$ cat config.mk
export PLATFORM = sky130hd
export DESIGN_NAME = hex_record_frame_detector_unit
export DESIGN_NICKNAME = d
export VERILOG_FILES = /design/src/hdl/hrfd_pkg.sv /design/src/hdl/hex_record_frame_detector_unit.sv
export SDC_FILE = /design/constraint.sdc
export NUM_CORES = 1
export LEC_CHECK = 0
export ABC_AREA = 1
export BUFFER_PORTS_ARGS = -buffer_cell sky130_fd_sc_hd__buf_2
export CORE_ASPECT_RATIO = 0.8
export CORE_UTILIZATION = 60
export CTS_BUF_LIST = sky130_fd_sc_hd__clkbuf_4
export CTS_CLUSTER_SIZE = 28
export DETAILED_ROUTE_END_ITERATION = 8
export GPL_ROUTABILITY_DRIVEN = 0
export PLACE_DENSITY = 0.9
export SYNTH_ARGS = -nofsm -noshare
export SYNTH_HDL_FRONTEND = slang
export SYNTH_SLANG_ARGS = --single-unit
$ cat constraint.sdc
create_clock -name i_clk -period 3.3 [get_ports i_clk]
set_input_delay 0.66 -clock i_clk [delete_from_list [all_inputs] [get_ports i_clk]]
set_output_delay 0.66 -clock i_clk [all_outputs]
set_load 0.005 [all_outputs]
$ cat src/hdl/hrfd_pkg.sv
// Package with shared types, character codes and helpers for the hex record framer.
`default_nettype none

package hrfd_pkg;

    localparam int unsigned MAX_FRAME = 43;

    localparam logic [7:0] CHAR_COLON = 8'h3A;
    localparam logic [7:0] CHAR_SEMI  = 8'h3B;
    localparam logic [7:0] CHAR_A     = 8'h41;

    localparam logic [15:0] IDLE_LIMIT_RESET = 16'd5000;
    localparam logic [9:0]  FRAME_OVERHEAD   = 10'd11;
    localparam logic [5:0]  POS_MAX          = 6'd63;

    typedef enum logic [1:0] {
        REQ_POLL    = 2'd0,
        REQ_BYTE    = 2'd1,
        REQ_RESTART = 2'd2,
        REQ_NONE    = 2'd3
    } t_req;

    // Non-hex characters decode as zero.
    function automatic logic [3:0] hex_digit(input logic [7:0] c);
        logic [7:0] d;
        d = 8'd0;
        if (c >= 8'h30 && c <= 8'h39) begin
            d = c - 8'h30;
        end else if (c >= 8'h41 && c <= 8'h46) begin
            d = c - 8'h37;
        end else if (c >= 8'h61 && c <= 8'h66) begin
            d = c - 8'h57;
        end
        return d[3:0];
    endfunction

endpackage

`default_nettype wire

$ cat src/hdl/hex_record_frame_detector_unit.sv
// The result of an accepted word is written into the output register at the accepting edge.
// Throughput: one word per cycle; a word is taken whenever the output register is
// empty or its result is being taken in the same cycle.
// The framing state is updated at the accepting edge, so consecutive words chain.
// Reset is synchronous, active low: framing state clears and the idle limit loads 5000.
// The output register holds its result while the output side stalls.
`default_nettype none

module hex_record_frame_detector_unit
    import hrfd_pkg::*;
(
    input  wire logic        i_clk,
    input  wire logic        i_rst_n,
    input  wire logic        i_cfg_we,
    input  wire logic [15:0] i_cfg_wdata,
    input  wire logic        i_in_valid,
    output logic             o_in_stall,
    input  wire logic [1:0]  i_req_type,
    input  wire logic [7:0]  i_rx_byte,
    output logic             o_out_valid,
    input  wire logic        i_out_stall,
    output logic [5:0]       o_byte_position,
    output logic [7:0]       o_byte_value,
    output logic             o_byte_accepted,
    output logic             o_frame_complete,
    output logic             o_timed_out
);

    logic [15:0] r_idle_limit;
    logic [5:0]  r_rx_position;
    logic        r_frame_rejected;
    logic [3:0]  r_high_nibble;
    logic [7:0]  r_record_length;
    logic [15:0] r_idle_count;
    logic        r_done_flag;
    logic        r_colon_start;

    logic        r_out_valid;
    logic [5:0]  r_byte_position;
    logic [7:0]  r_byte_value;
    logic        r_byte_accepted;
    logic        r_frame_complete;
    logic        r_timed_out;

    logic [5:0]  n_rx_position;
    logic        n_frame_rejected;
    logic [3:0]  n_high_nibble;
    logic [7:0]  n_record_length;
    logic [15:0] n_idle_count;
    logic        n_done_flag;
    logic        n_colon_start;
    logic [5:0]  n_byte_position;
    logic [7:0]  n_byte_value;
    logic        n_byte_accepted;
    logic        n_timed_out;
    logic [9:0]  frame_len;

    logic        in_accept;
    logic        out_take;
    t_req        req;

    assign out_take   = r_out_valid && !i_out_stall;
    assign o_in_stall = r_out_valid && i_out_stall;
    assign in_accept  = i_in_valid && !o_in_stall;
    assign req        = t_req'(i_req_type);

    always_comb begin
        n_rx_position    = r_rx_position;
        n_frame_rejected = r_frame_rejected;
        n_high_nibble    = r_high_nibble;
        n_record_length  = r_record_length;
        n_idle_count     = r_idle_count;
        n_done_flag      = r_done_flag;
        n_colon_start    = r_colon_start;
        n_byte_position  = r_rx_position;
        n_byte_value     = 8'd0;
        n_byte_accepted  = 1'b0;
        n_timed_out      = 1'b0;
        frame_len        = {1'b0, n_record_length, 1'b0} + FRAME_OVERHEAD;

        unique case (req)
            REQ_POLL: begin
                if (r_idle_count != 16'hFFFF) begin
                    n_idle_count = r_idle_count + 16'd1;
                end
                if (n_idle_count > r_idle_limit) begin
                    n_rx_position    = 6'd0;
                    n_frame_rejected = 1'b0;
                    n_timed_out      = 1'b1;
                end
                n_byte_position = n_rx_position;
            end
            REQ_BYTE: begin
                n_idle_count = 16'd0;
                n_byte_value = i_rx_byte;
                if (!r_frame_rejected && r_rx_position < 6'(MAX_FRAME)) begin
                    n_byte_accepted = 1'b1;
                    if (r_rx_position == 6'd0) begin
                        if (i_rx_byte == CHAR_COLON || i_rx_byte == CHAR_SEMI ||
                            i_rx_byte == CHAR_A) begin
                            n_colon_start = (i_rx_byte == CHAR_COLON);
                        end else begin
                            n_frame_rejected = 1'b1;
                            n_byte_accepted  = 1'b0;
                        end
                    end else if (r_rx_position == 6'd1) begin
                        n_high_nibble = hex_digit(i_rx_byte);
                    end else if (r_rx_position == 6'd2) begin
                        if (r_colon_start) begin
                            n_record_length = {r_high_nibble, hex_digit(i_rx_byte)};
                        end
                    end
                end
                n_rx_position = (r_rx_position < POS_MAX) ? r_rx_position + 6'd1 : POS_MAX;
                // Length compare uses the length decoded by this very byte.
                frame_len = {1'b0, n_record_length, 1'b0} + FRAME_OVERHEAD;
                if (n_byte_accepted && {4'd0, n_rx_position} == frame_len) begin
                    n_done_flag = 1'b1;
                end
            end
            REQ_RESTART: begin
                n_rx_position    = 6'd0;
                n_frame_rejected = 1'b0;
                n_done_flag      = 1'b0;
                n_byte_position  = 6'd0;
            end
            REQ_NONE: begin
                n_byte_position = r_rx_position;
            end
            default: begin
                n_byte_position = r_rx_position;
            end
        endcase
    end

    always_ff @(posedge i_clk) begin
        if (!i_rst_n) begin
            r_idle_limit     <= IDLE_LIMIT_RESET;
            r_rx_position    <= 6'd0;
            r_frame_rejected <= 1'b0;
            r_high_nibble    <= 4'd0;
            r_record_length  <= 8'd0;
            r_idle_count     <= 16'd0;
            r_done_flag      <= 1'b0;
            r_colon_start    <= 1'b0;
        end else begin
            if (i_cfg_we) begin
                r_idle_limit <= i_cfg_wdata;
            end
            if (in_accept) begin
                r_rx_position    <= n_rx_position;
                r_frame_rejected <= n_frame_rejected;
                r_high_nibble    <= n_high_nibble;
                r_record_length  <= n_record_length;
                r_idle_count     <= n_idle_count;
                r_done_flag      <= n_done_flag;
                r_colon_start    <= n_colon_start;
            end
        end
    end

    always_ff @(posedge i_clk) begin
        if (!i_rst_n) begin
            r_out_valid <= 1'b0;
        end else if (in_accept) begin
            r_out_valid <= 1'b1;
        end else if (out_take) begin
            r_out_valid <= 1'b0;
        end
    end

    always_ff @(posedge i_clk) begin
        if (in_accept) begin
            r_byte_position  <= n_byte_position;
            r_byte_value     <= n_byte_value;
            r_byte_accepted  <= n_byte_accepted;
            r_frame_complete <= n_done_flag;
            r_timed_out      <= n_timed_out;
        end
    end

    assign o_out_valid      = r_out_valid;
    assign o_byte_position  = r_byte_position;
    assign o_byte_value     = r_byte_value;
    assign o_byte_accepted  = r_byte_accepted;
    assign o_frame_complete = r_frame_complete;
    assign o_timed_out      = r_timed_out;

    // A timeout always leaves the frame at its start.
    a_timeout_pos_zero: assert property (@(posedge i_clk) disable iff (!i_rst_n)
        (o_out_valid && o_timed_out) |-> (o_byte_position == 6'd0))
        else $error("timeout result with nonzero position");

    // Only bytes inside the maximum frame length can be accepted.
    a_accept_in_range: assert property (@(posedge i_clk) disable iff (!i_rst_n)
        (o_out_valid && o_byte_accepted) |-> (o_byte_position < 6'(MAX_FRAME)))
        else $error("accepted byte beyond maximum frame length");

    // A restart clears the position and the completion flag.
    a_restart_clears: assert property (@(posedge i_clk) disable iff (!i_rst_n)
        (in_accept && req == REQ_RESTART) |=>
            (r_rx_position == 6'd0 && !r_done_flag && !o_frame_complete))
        else $error("restart did not clear framing state");

    // A word is only taken when the output register can hold its result.
    a_no_overwrite: assert property (@(posedge i_clk) disable iff (!i_rst_n)
        (r_out_valid && i_out_stall) |-> !in_accept)
        else $error("word accepted while result is stalled");

endmodule

`default_nettype wire
==> run_results.csv, run 1 <==
group,metric,value,unit
die,pin_count,50,
clock_network,numCtsBuffers,9,
setup_path,slowest_stage,"a2111oi_4",
setup_path,crit_type,"register to register",
yosys,yosysSeqAreaShare,0.366,
layout,fill_cells,460,
yosys,yosysTopAreaCell,"dfxtp_1",
sta,finalCritPeriodShare,1.01,
clock_network,cts_tree,"yes",
status,status,"complete, but fails checks",
setup_path,critPathCaptureType,"register",
route,vias,4419,
setup_path,crit_fanout,4,
sta,whs,0.436,ns
layout,multi_input_area,0.00245,sq mm
die,dieArea,0.00759,sq mm
layout,diodes,0,
yosys,synth_edf_count,17,
power_and_ir_drop,comb_power_share,0.153,
die,floorplan.initialDensity,0.627,
setup_path,crit_arrival,3.72,ns
setup_path,crit_required,3.68,ns
clock_network,htree_levels,3,
yosys,ys_warn_count,0,
status,violations,"negative setup slack",
route,drc,0,
yosys,synth_area_per_cell,7.25,sq um
clock_network,root_buffer,"clkbuf_4",
clock_network,cts_max_path_buffers,2,
die,coreArea,0.00693,sq mm
power_and_ir_drop,power_density,365,mW/mm^2
setup_path,cp_slowest_stage_delay,0.40,ns
global_routing,antenna_found_initial,0,
global_routing,grt_pass1_vias,3932,
global_routing,overflow,0,
layout,regArea,0.00160,sq mm
placed_design,portBuffers,49,
route,drt_iter0_drc,430,
sta,hold_viol,0,
power_and_ir_drop,power_frac_seq,0.509,
yosys,ys.flop_type,"dfxtp_1",
placed_design,hpwl,7840,um
setup_path,startpoint_type,"register",
route,postRouteAntennaNets,0,
route,routed_wl,11600,um
clock_network,cts.sinks,71,
die,die_h,78.1,um
power_and_ir_drop,leakagePower,2.45,nW
sta,tightest_slew,0.763,ns
global_routing,grt_first_pass_wirelength,17800,um
sta,setup_ws,-0.0439,ns
worst_hold_path,min_path_type,"input pin to register",
power_and_ir_drop,clkPwrFrac,0.338,
sta,setup_viol,9,
layout,layout.nets,732,
sta,rsz0062_at_grt,"true",
yosys,postSynth.asyncResetShare,0,
flow_run,maxCapViolations,0,
placed_design,dpl_cell_area,0.00478,sq mm
global_routing,grtUsageTotal,0.294,
yosys,yosysUniqueCellTypes,43,
global_routing,grt_max_degree,30,
yosys,synth_area_leaders,"dfxtp_1 (25%), edfxtp_1 (12%), nand2_1 (11%)",
route,vias_per_cell,5.79,
layout,fin_util,0.742,
power_and_ir_drop,irDropWorstVdd,0.263,mV
yosys,synth_area,0.00434,sq mm
layout,mostFrequentLayoutCell,"nand2_1",
sta,slew_headroom,0.489,
yosys,yosysTopAreaCellShare,0.249,
power_and_ir_drop,switching_power,530,uW
layout,most-common-layout-cells,"nand2_1 (129), inv_1 (88), a21oi_1 (51)",
power_and_ir_drop,switching_share,0.282,
sta,fin_crit,3.34,ns
clock_network,path_clk_slew,0.12,ns
layout,final_cell_area,0.00514,sq mm
setup_path,crit_buf_inv,2,
setup_path,path_delay_family,"simple AND/OR/NAND/NOR gates",
route,first_pass_iters,7,
placed_design,place_inst,740,
yosys,synthesis.nets,660,
layout,instances_no_fill,763,
power_and_ir_drop,p_int,1.35,mW
layout,drive_above_1_share,0.223,
yosys,ys_ff_latch,71,
layout,area_delta_synth_final,18.3,%
yosys,synthCells,599,
die,die_w,97.1,um
clock_network,hold_buffers,0,
clock_network,insertion_delay,0.44,ns
setup_path,cp_cell_sequence,"inv_2, nor3_4, inv_2, nor4_4, nand3_1, nor3_2, nand3_2, or2_0, nand3_2, ha_4, a21oi_2, nor2_2, a2111oi_4, nand2_4, nand2_4, nand2_1, nand3_1, nand2_1, a21oi_1",
sta,fin_tns_setup,-0.133,ns
die,rows,27,
sta,maxSlewViolCount,0,
sta,skew,0.0166,ns
route,routedWlPerCell,15.2,um
sta,max_freq,0.299,GHz
power by group through the flow:
stage	combinational [mW]	clock, mW	sequential (mW)
after detailed placement	0.268	0	0.975
after global placement	0.255	0	0.973
after global routing	0.316	0.670	0.961
after floorplan	0.183	0	0.970
after CTS	0.272	0.637	0.956
final	0.287	0.635	0.956
synth_stat cells (all sizes together) (4+ instances only):
| cell | count |
|---|---|
| a21oi | 54 |
| ha | 30 |
| clkbuf | 14 |
| xor2 | 6 |
| xnor2 | 4 |
| dfxtp | 54 |
| nor2 | 46 |
| nand3 | 40 |
| a31oi | 8 |
| nor3 | 10 |
| edfxtp | 17 |
| o21ai | 42 |
| inv | 94 |
| nand2 | 142 |
| nand4 | 11 |
metal layers:
layer / track usage / vias to the layer above / share of wire
met5: 0 / - / 0
met4: 0.142 / 0 / 0.036
met3: 0.0614 / 57 / 0.097
met2: 0.461 / 267 / 0.46
met1: 0.387 / 1991 / 0.41
li1: - / 2104 / -
worst register-to-register path, stage by stage (launching register included):
cell and delay, ns:
dfxtp_2 0.37, inv_2 0.06, nor3_4 0.21, inv_2 0.08
nor4_4 0.26, nand3_1 0.13, nor3_2 0.23, nand3_2 0.15
or2_0 0.27, nand3_2 0.13, ha_4 0.22, a21oi_2 0.15
nor2_2 0.07, a2111oi_4 0.40, nand2_4 0.08, nand2_4 0.11
nand2_1 0.10, nand3_1 0.11, nand2_1 0.07, a21oi_1 0.12
sequential cells by signal, indices dropped and copies added (netlist names):
signal / flops
r_colon_start: 1
o_frame_complete: 1
r_idle_count: 16
r_frame_rejected: 1
r_high_nibble: 4
r_idle_limit: 16
o_out_valid: 1
o_byte_position: 6
o_timed_out: 1
o_byte_accepted: 1
r_record_length: 8
o_byte_value: 8
r_done_flag: 1
r_rx_position: 6
stage by stage:
step | power (mW) | worst slack, ns
2_1_floorplan | 1.15 | 0.265
3_3_place_gp | 1.23 | -0.262
3_5_place_dp | 1.24 | -0.279
4_1_cts | 1.86 | 0.00878
5_1_grt | 1.95 | -0.205
6_report | 1.88 | -0.0439
what timing repair did:
item,CTS,global route
cloned,0,0
resized for setup,8,29
setup buffers,2,6
pin swaps,3,25
setup endpoints to repair,14,14
kinds of logic after synthesis:
group                      Yosys count  synth area share
and+or+nand+nor                    260             0.278
buffers and inverters              112             0.103
AOI/OAI and AO/OA                  116             0.146
DFF                                 71             0.366
xor gates and xnor gates            10            0.0202
adders and majority gates           30            0.0864
final cells by class:
class | count | share of cell area
clock buffers | 10 | 0.0146
clock inverters | 6 | 0.0163
inverters | 95 | 0.0694
multi-input cells | 416 | 0.477
flip-flops and latches | 71 | 0.311
well taps | 87 | 0.0212
repair buffers | 78 | 0.0908
path summary, 6_finish.rpt:
path,start,to,slack [ns],depth (start not counted)
worst max-delay path,r_idle_count[1],r_frame_rejected,-0.04,19
worst min-delay path,i_cfg_wdata[9],r_idle_limit[9],0.44,3
worst max register to register,r_idle_count[1],r_frame_rejected,-0.04,19
worst min register to register,r_frame_rejected,r_frame_rejected,0.46,2
Note: power is estimated with default switching activity, not from simulation.
==> run 2, diff against run 1 <==
--- a/config.mk
+++ b/config.mk
@@ -7,6 +7,7 @@
 export LEC_CHECK = 0
 export ABC_AREA = 1
 export BUFFER_PORTS_ARGS = -buffer_cell sky130_fd_sc_hd__buf_2
+export CAP_MARGIN = 20
 export CORE_ASPECT_RATIO = 0.8
 export CORE_UTILIZATION = 60
 export CTS_BUF_LIST = sky130_fd_sc_hd__clkbuf_4
==> constraint.sdc (replaced) <==
create_clock -name i_clk -period 4.05 [get_ports i_clk]
set_input_delay 0.81 -clock i_clk [delete_from_list [all_inputs] [get_ports i_clk]]
set_output_delay 0.81 -clock i_clk [all_outputs]
set_load 0.005 [all_outputs]
==> run 2 against run 1 <==
The run now ends clean. Combinational power down 24%. Register-to-register slack gained 0.42 ns. Worst hold slack gained 0.029 ns.
==> run_results.csv, run 2 (synthesis gave the netlist of run 1 again) <==
group,metric,value,unit
setup_path,startpoint_type,"register",
setup_path,crit_arrival,3.97,ns
global_routing,grt_pass1_vias,3697,
route,drt_iter0_drc,339,
global_routing,grtUsageTotal,0.271,
sta,rsz0062_at_grt,"false",
route,vias,4119,
setup_path,crit_fanout,9,
sta,setup_ws,0.374,ns
die,dieArea,0.00759,sq mm
placed_design,hpwl,7370,um
route,routedWlPerCell,13.5,um
layout,area_delta_synth_final,10.7,%
sta,max_freq,0.272,GHz
worst_hold_path,min_path_type,"register to register",
sta,hold_viol,0,
power_and_ir_drop,irDropWorstVdd,0.312,mV
power_and_ir_drop,p_int,1.09,mW
clock_network,path_clk_slew,0.12,ns
global_routing,overflow,0,
setup_path,slowest_stage,"a2111oi_0",
setup_path,crit_buf_inv,3,
layout,layout.nets,708,
clock_network,numCtsBuffers,9,
route,first_pass_iters,5,
power_and_ir_drop,comb_power_share,0.144,
die,coreArea,0.00693,sq mm
sta,fin_crit,3.68,ns
layout,instances_no_fill,739,
global_routing,grt_max_degree,30,
setup_path,crit_type,"register to register",
sta,maxSlewViolCount,0,
sta,tightest_slew,0.806,ns
route,drc,0,
placed_design,pre_cts_ws,0.288,ns
power_and_ir_drop,switching_power,420,uW
power_and_ir_drop,leakagePower,2.28,nW
die,pin_count,50,
flow_run,maxCapViolations,0,
layout,reg.largest.list,"r_idle_count: 16 flops, r_idle_limit: 16 flops",
placed_design,portBuffers,49,
die,die_w,97.1,um
status,status,"finished, final reports clean",
power_and_ir_drop,clkPwrFrac,0.341,
sta,finalCritPeriodShare,0.908,
sta,fin_tns_setup,0,ns
route,vias_per_cell,5.57,
power_and_ir_drop,power_frac_seq,0.514,
layout,mostFrequentLayoutCell,"nand2_1",
global_routing,antenna_found_initial,0,
clock_network,root_buffer,"clkbuf_4",
route,routed_wl,9950,um
setup_path,crit_path_frequent_cell,"nand3_1",
sta,setup_viol,0,
clock_network,htree_levels,3,
setup_path,cp_slowest_stage_delay,0.46,ns
placed_design,place_inst,722,
layout,diodes,0,
global_routing,grt_first_pass_wirelength,16700,um
power_and_ir_drop,p_total,1.51,mW
clock_network,cts_max_path_buffers,2,
power_and_ir_drop,switching_share,0.278,
clock_network,cts_tree,"yes",
route,postRouteAntennaNets,0,
clock_network,cts.sinks,71,
clock_network,insertion_delay,0.43,ns
sta,slew_headroom,0.459,
sta,skew,0.0182,ns
die,floorplan.initialDensity,0.627,
power_and_ir_drop,power_density,315,mW/mm^2
setup_path,critPathCaptureType,"register",
layout,fin_util,0.694,
layout,drive_above_1_share,0.152,
layout,most-common-layout-cells,"nand2_1 (132), inv_1 (90), dfxtp_1 (54)",
clock_network,hold_buffers,0,
die,die_h,78.1,um
die,rows,27,
setup_path,cp_cell_sequence,"inv_1, nor3_1, inv_2, nor4_4, nand3_1, nor3_2, nand3_1, or2_0, nand3_1, ha_1, a21oi_1, nor2_1, a2111oi_0, buf_4, nand2_1, nand2_1, o21ai_1, nor2_1",
setup_path,path_delay_family,"simple AND/OR/NAND/NOR gates",
setup_path,crit_required,4.34,ns
==> run 2: cell count changes in the layout (fill, tap and decap cells not counted), sizes merged <==
cell	delta
buf	-24
inv	-1
clkinvlp	+1
==> run 2: worst register-to-register path, stage by stage (launching register included) <==
cell,delay (ns)
dfxtp_1,0.42
inv_1,0.06
nor3_1,0.23
inv_2,0.09
nor4_4,0.22
nand3_1,0.13
nor3_2,0.15
nand3_1,0.15
or2_0,0.23
nand3_1,0.11
ha_1,0.27
a21oi_1,0.15
nor2_1,0.06
a2111oi_0,0.46
buf_4,0.20
nand2_1,0.04
nand2_1,0.23
o21ai_1,0.21
nor2_1,0.13
==> run 2: stage by stage <==
step | instance area, sq um | hold slack [ns]
after floorplan | 4340 | 0.420
after global placement | 4640 | 0.434
after detailed placement | 4640 | 0.449
after CTS | 4800 | 0.465
after global routing | 4810 | 0.500
final | 4810 | 0.465
==> run 2: area by class of cell <==
type                       count  area, sq um
sequential                    71         1590
multi-input combinational    416         2310
clock buffer                  10         75.1
clock inverter                 6         85.1
inverter                      95          357
timing repair buffer          54          283
fill                         531         2120
tap                           87          109
==> run 2: layer usage <==
layer  GRT usage  vias to the layer above  part of all wire
met5           0                        -                 0
met2       0.423                      198              0.45
met3      0.0650                       11             0.096
met1       0.376                     1855              0.45
li1            -                     2055                 -
met4      0.0716                        0            0.0076
==> run 2: power by group through the flow <==
stage | Sequential (mW) | Combinational [mW] | Clock, mW
2_1_floorplan | 0.790 | 0.149 | 0
3_5_place_dp | 0.795 | 0.213 | 0
6_report | 0.779 | 0.218 | 0.517
3_3_place_gp | 0.793 | 0.204 | 0
4_1_cts | 0.779 | 0.215 | 0.521
5_1_grt | 0.783 | 0.246 | 0.548
==> run 2: repair_timing <==
| item | CTS | global route |
|---|---|---|
| gates resized for setup | 0 | 1 |
| buffers inserted | 0 | 0 |
| setup endpoints to repair | 0 | 6 |
==> run 2: path summary, 6_finish.rpt <==
path	to	from	slack [ns]	cells after the start
hold / removal	r_high_nibble[3]	r_high_nibble[3]	0.46	2
setup / recovery	o_byte_position[2]	r_idle_count[0]	0.37	18
hold reg to reg	r_high_nibble[3]	r_high_nibble[3]	0.46	2
setup reg to reg	o_byte_position[2]	r_idle_count[0]	0.37	18
==> run 3, diff against run 2 <==
--- a/config.mk
+++ b/config.mk
@@ -9,12 +9,12 @@
 export BUFFER_PORTS_ARGS = -buffer_cell sky130_fd_sc_hd__buf_2
 export CAP_MARGIN = 20
 export CORE_ASPECT_RATIO = 0.8
-export CORE_UTILIZATION = 60
+export CORE_UTILIZATION = 50
 export CTS_BUF_LIST = sky130_fd_sc_hd__clkbuf_4
 export CTS_CLUSTER_SIZE = 28
 export DETAILED_ROUTE_END_ITERATION = 8
 export GPL_ROUTABILITY_DRIVEN = 0
-export PLACE_DENSITY = 0.9
+export PLACE_DENSITY = 0.78
 export SYNTH_ARGS = -nofsm -noshare
 export SYNTH_HDL_FRONTEND = slang
 export SYNTH_SLANG_ARGS = --single-unit
==> run 3 against run 2 <==
Sequential cell count unchanged. Cell count increased by 3.5%. Design area increased by 1.4%. Global-route usage decreased by 3.3 points. Non-clock buffer count increased by 1. Clock-buffer cell count unchanged. Clock skew increased by 0.0049 ns. Die area increased by 20%. Wire length increased by 1.8%. Setup slack got worse by 0.0074 ns. Largest power group unchanged. Highest routed layer unchanged. Sequential share of layout area decreased by 0.45 points. Via count decreased by 0.75%.
==> run_results.csv, run 3 (synthesis gave the netlist of run 1 again) <==
group,metric,value,unit
route,postRouteAntennaNets,0,
clock_network,path_clk_slew,0.11,ns
setup_path,crit_arrival,4.05,ns
route,vias_per_cell,5.34,
placed_design,portBuffers,49,
sta,max_freq,0.271,GHz
global_routing,antenna_found_initial,0,
route,routedWlPerCell,13.2,um
clock_network,root_buffer,"clkbuf_4",
layout,reg.largest.list,"r_idle_count: 16 flops, r_idle_limit: 16 flops",
die,die_w,106,um
setup_path,critPathCaptureType,"register",
clock_network,cts_max_path_buffers,2,
global_routing,grtUsageTotal,0.238,
clock_network,cts.sinks,71,
global_routing,overflow,0,
global_routing,grt_first_pass_wirelength,17100,um
die,pin_count,50,
clock_network,cts_tree,"yes",
setup_path,path_depth,20,
layout,drive_above_1_share,0.156,
placed_design,hpwl,7580,um
setup_path,crit_required,4.42,ns
setup_path,crit_type,"register to register",
route,vias,4088,
layout,area_delta_synth_final,12.2,%
layout,diodes,0,
route,routed_wl,10100,um
worst_hold_path,hold_depth,2,
setup_path,crit_path_start,"r_idle_count[0]",
layout,most-common-layout-cells,"nand2_1 (132), inv_1 (90), dfxtp_1 (54)",
clock_network,insertion_delay,0.45,ns
clock_network,cts_setup_buffers,0,
global_routing,grt_pass1_vias,3789,
layout,layout.nets,709,
layout,mostFrequentLayoutCell,"nand2_1",
sta,setup_viol,0,
layout,multi_input_area,0.00231,sq mm
setup_path,slowest_stage,"dfxtp_1",
die,rows,30,
die,dieArea,0.00907,sq mm
route,drc,0,
power_and_ir_drop,irDropWorstVdd,0.178,mV
clock_network,numCtsBuffers,9,
status,status,"finished, final reports clean",
placed_design,pre_cts_ws,0.262,ns
sta,setup_ws,0.367,ns
sta,fin_tns_setup,0,ns
worst_hold_path,hold_start,"r_frame_rejected",
setup_path,path_delay_family,"simple AND/OR/NAND/NOR gates",
route,m1WireLength,4740,um
route,routed-wl-met2,4420,um
setup_path,crit_buf_inv,3,
setup_path,startpoint_type,"register",
route,highest_layer,"met4",
route,dr_wl_met3,767,um
layout,regArea,0.00159,sq mm
route,drt_iter0_drc,245,
setup_path,cp_cell_sequence,"inv_1, nor3_1, inv_2, nor4_4, nand3_1, nor3_2, nand3_1, or2_0, nand3_1, ha_1, a21oi_1, nor2_1, a2111oi_0, buf_4, nand2_1, nand2_1, nand2_1, nand3_1, nand2_1, a21oi_1",
sta,rsz0062_at_grt,"false",
sta,slew_headroom,0.490,
sta,maxSlewViolCount,0,
sta,skew,0.0231,ns
power_and_ir_drop,power_density,324,mW/mm^2
setup_path,cp_slowest_stage_delay,0.41,ns
worst_hold_path,min_path_type,"register to register",
die,floorplan.initialDensity,0.514,
sta,fin_crit,3.68,ns
die,die_h,85.4,um
clock_network,htree_levels,3,
setup_path,r2r-start,"r_idle_count[0]",
global_routing,grt_max_degree,30,
sta,finalCritPeriodShare,0.909,
die,coreArea,0.00845,sq mm
sta,tightest_slew,0.763,ns
setup_path,crit_fanout,9,
layout,fill_cells,780,
flow_run,maxCapViolations,0,
power_and_ir_drop,leakagePower,2.30,nW
sta,hold_viol,0,
route,first_pass_iters,5,
setup_path,reg2reg_depth,20,
==> run 3: where the power goes <==
group / leakage (nW) / switching (mW) / internal (mW) / total (mW)
logic: 1.59 / 0.139 / 0.0789 / 0.218
registers: 0.613 / 0.0191 / 0.760 / 0.779
clock network: 0.0969 / 0.265 / 0.319 / 0.583
total: 2.30 / 0.422 / 1.16 / 1.58
==> run 3: final cells by class <==
| type | instances | area share |
|---|---|---|
| Timing Repair Buffer | 55 | 0.0595 |
| Sequential cell | 71 | 0.326 |
| Tap cell | 112 | 0.0287 |
| Multi-Input combinational cell | 416 | 0.474 |
| Clock inverter | 6 | 0.0223 |
| Clock buffer | 10 | 0.0154 |
| Inverter | 95 | 0.0732 |
==> run 3: worst reg2reg max path, stage by stage (launching register included) <==
cell       delay, ns
dfxtp_1         0.41
inv_1           0.06
nor3_1          0.30
inv_2           0.11
nor4_4          0.22
nand3_1         0.15
nor3_2          0.16
nand3_1         0.16
or2_0           0.24
nand3_1         0.12
ha_1            0.27
a21oi_1         0.13
nor2_1          0.05
a2111oi_0       0.35
buf_4           0.17
nand2_1         0.04
nand2_1         0.26
nand2_1         0.13
nand3_1         0.09
nand2_1         0.06
a21oi_1         0.13
==> run 3: repair_timing <==
| item | 4_1_cts | 5_1_grt |
|---|---|---|
| setup endpoints to repair | 0 | 6 |
| hold buffers | 0 | 0 |
| resized for setup | 0 | 2 |
| endpoints found under the hold margin | 0 | 0 |
==> run 3: worst paths after layout <==
check                                   endpoint  slack (ns)
worst max-delay path            r_frame_rejected        0.37
worst min-delay path            r_frame_rejected        0.46
worst max register to register  r_frame_rejected        0.37
worst min register to register  r_frame_rejected        0.46
==> run 3: metrics by stage <==
stage	util	power, mW	instance area (sq um)	hold slack, ns	cells
floorplan	-	0.939	4340	0.420	599
global placement	0.555	1.00	4690	0.435	749
detailed placement	0.555	1.01	4690	0.445	749
CTS	0.577	1.59	4870	0.462	765
global route	0.577	1.66	4870	0.474	765
finish	0.577	1.58	4870	0.461	765
==> run 3: metal layers <==
layer / vias up / track usage
li1: 2066 / -
met1: 1855 / 0.320
met2: 145 / 0.367
met3: 22 / 0.0607
met4: 0 / 0.0922
met5: - / 0
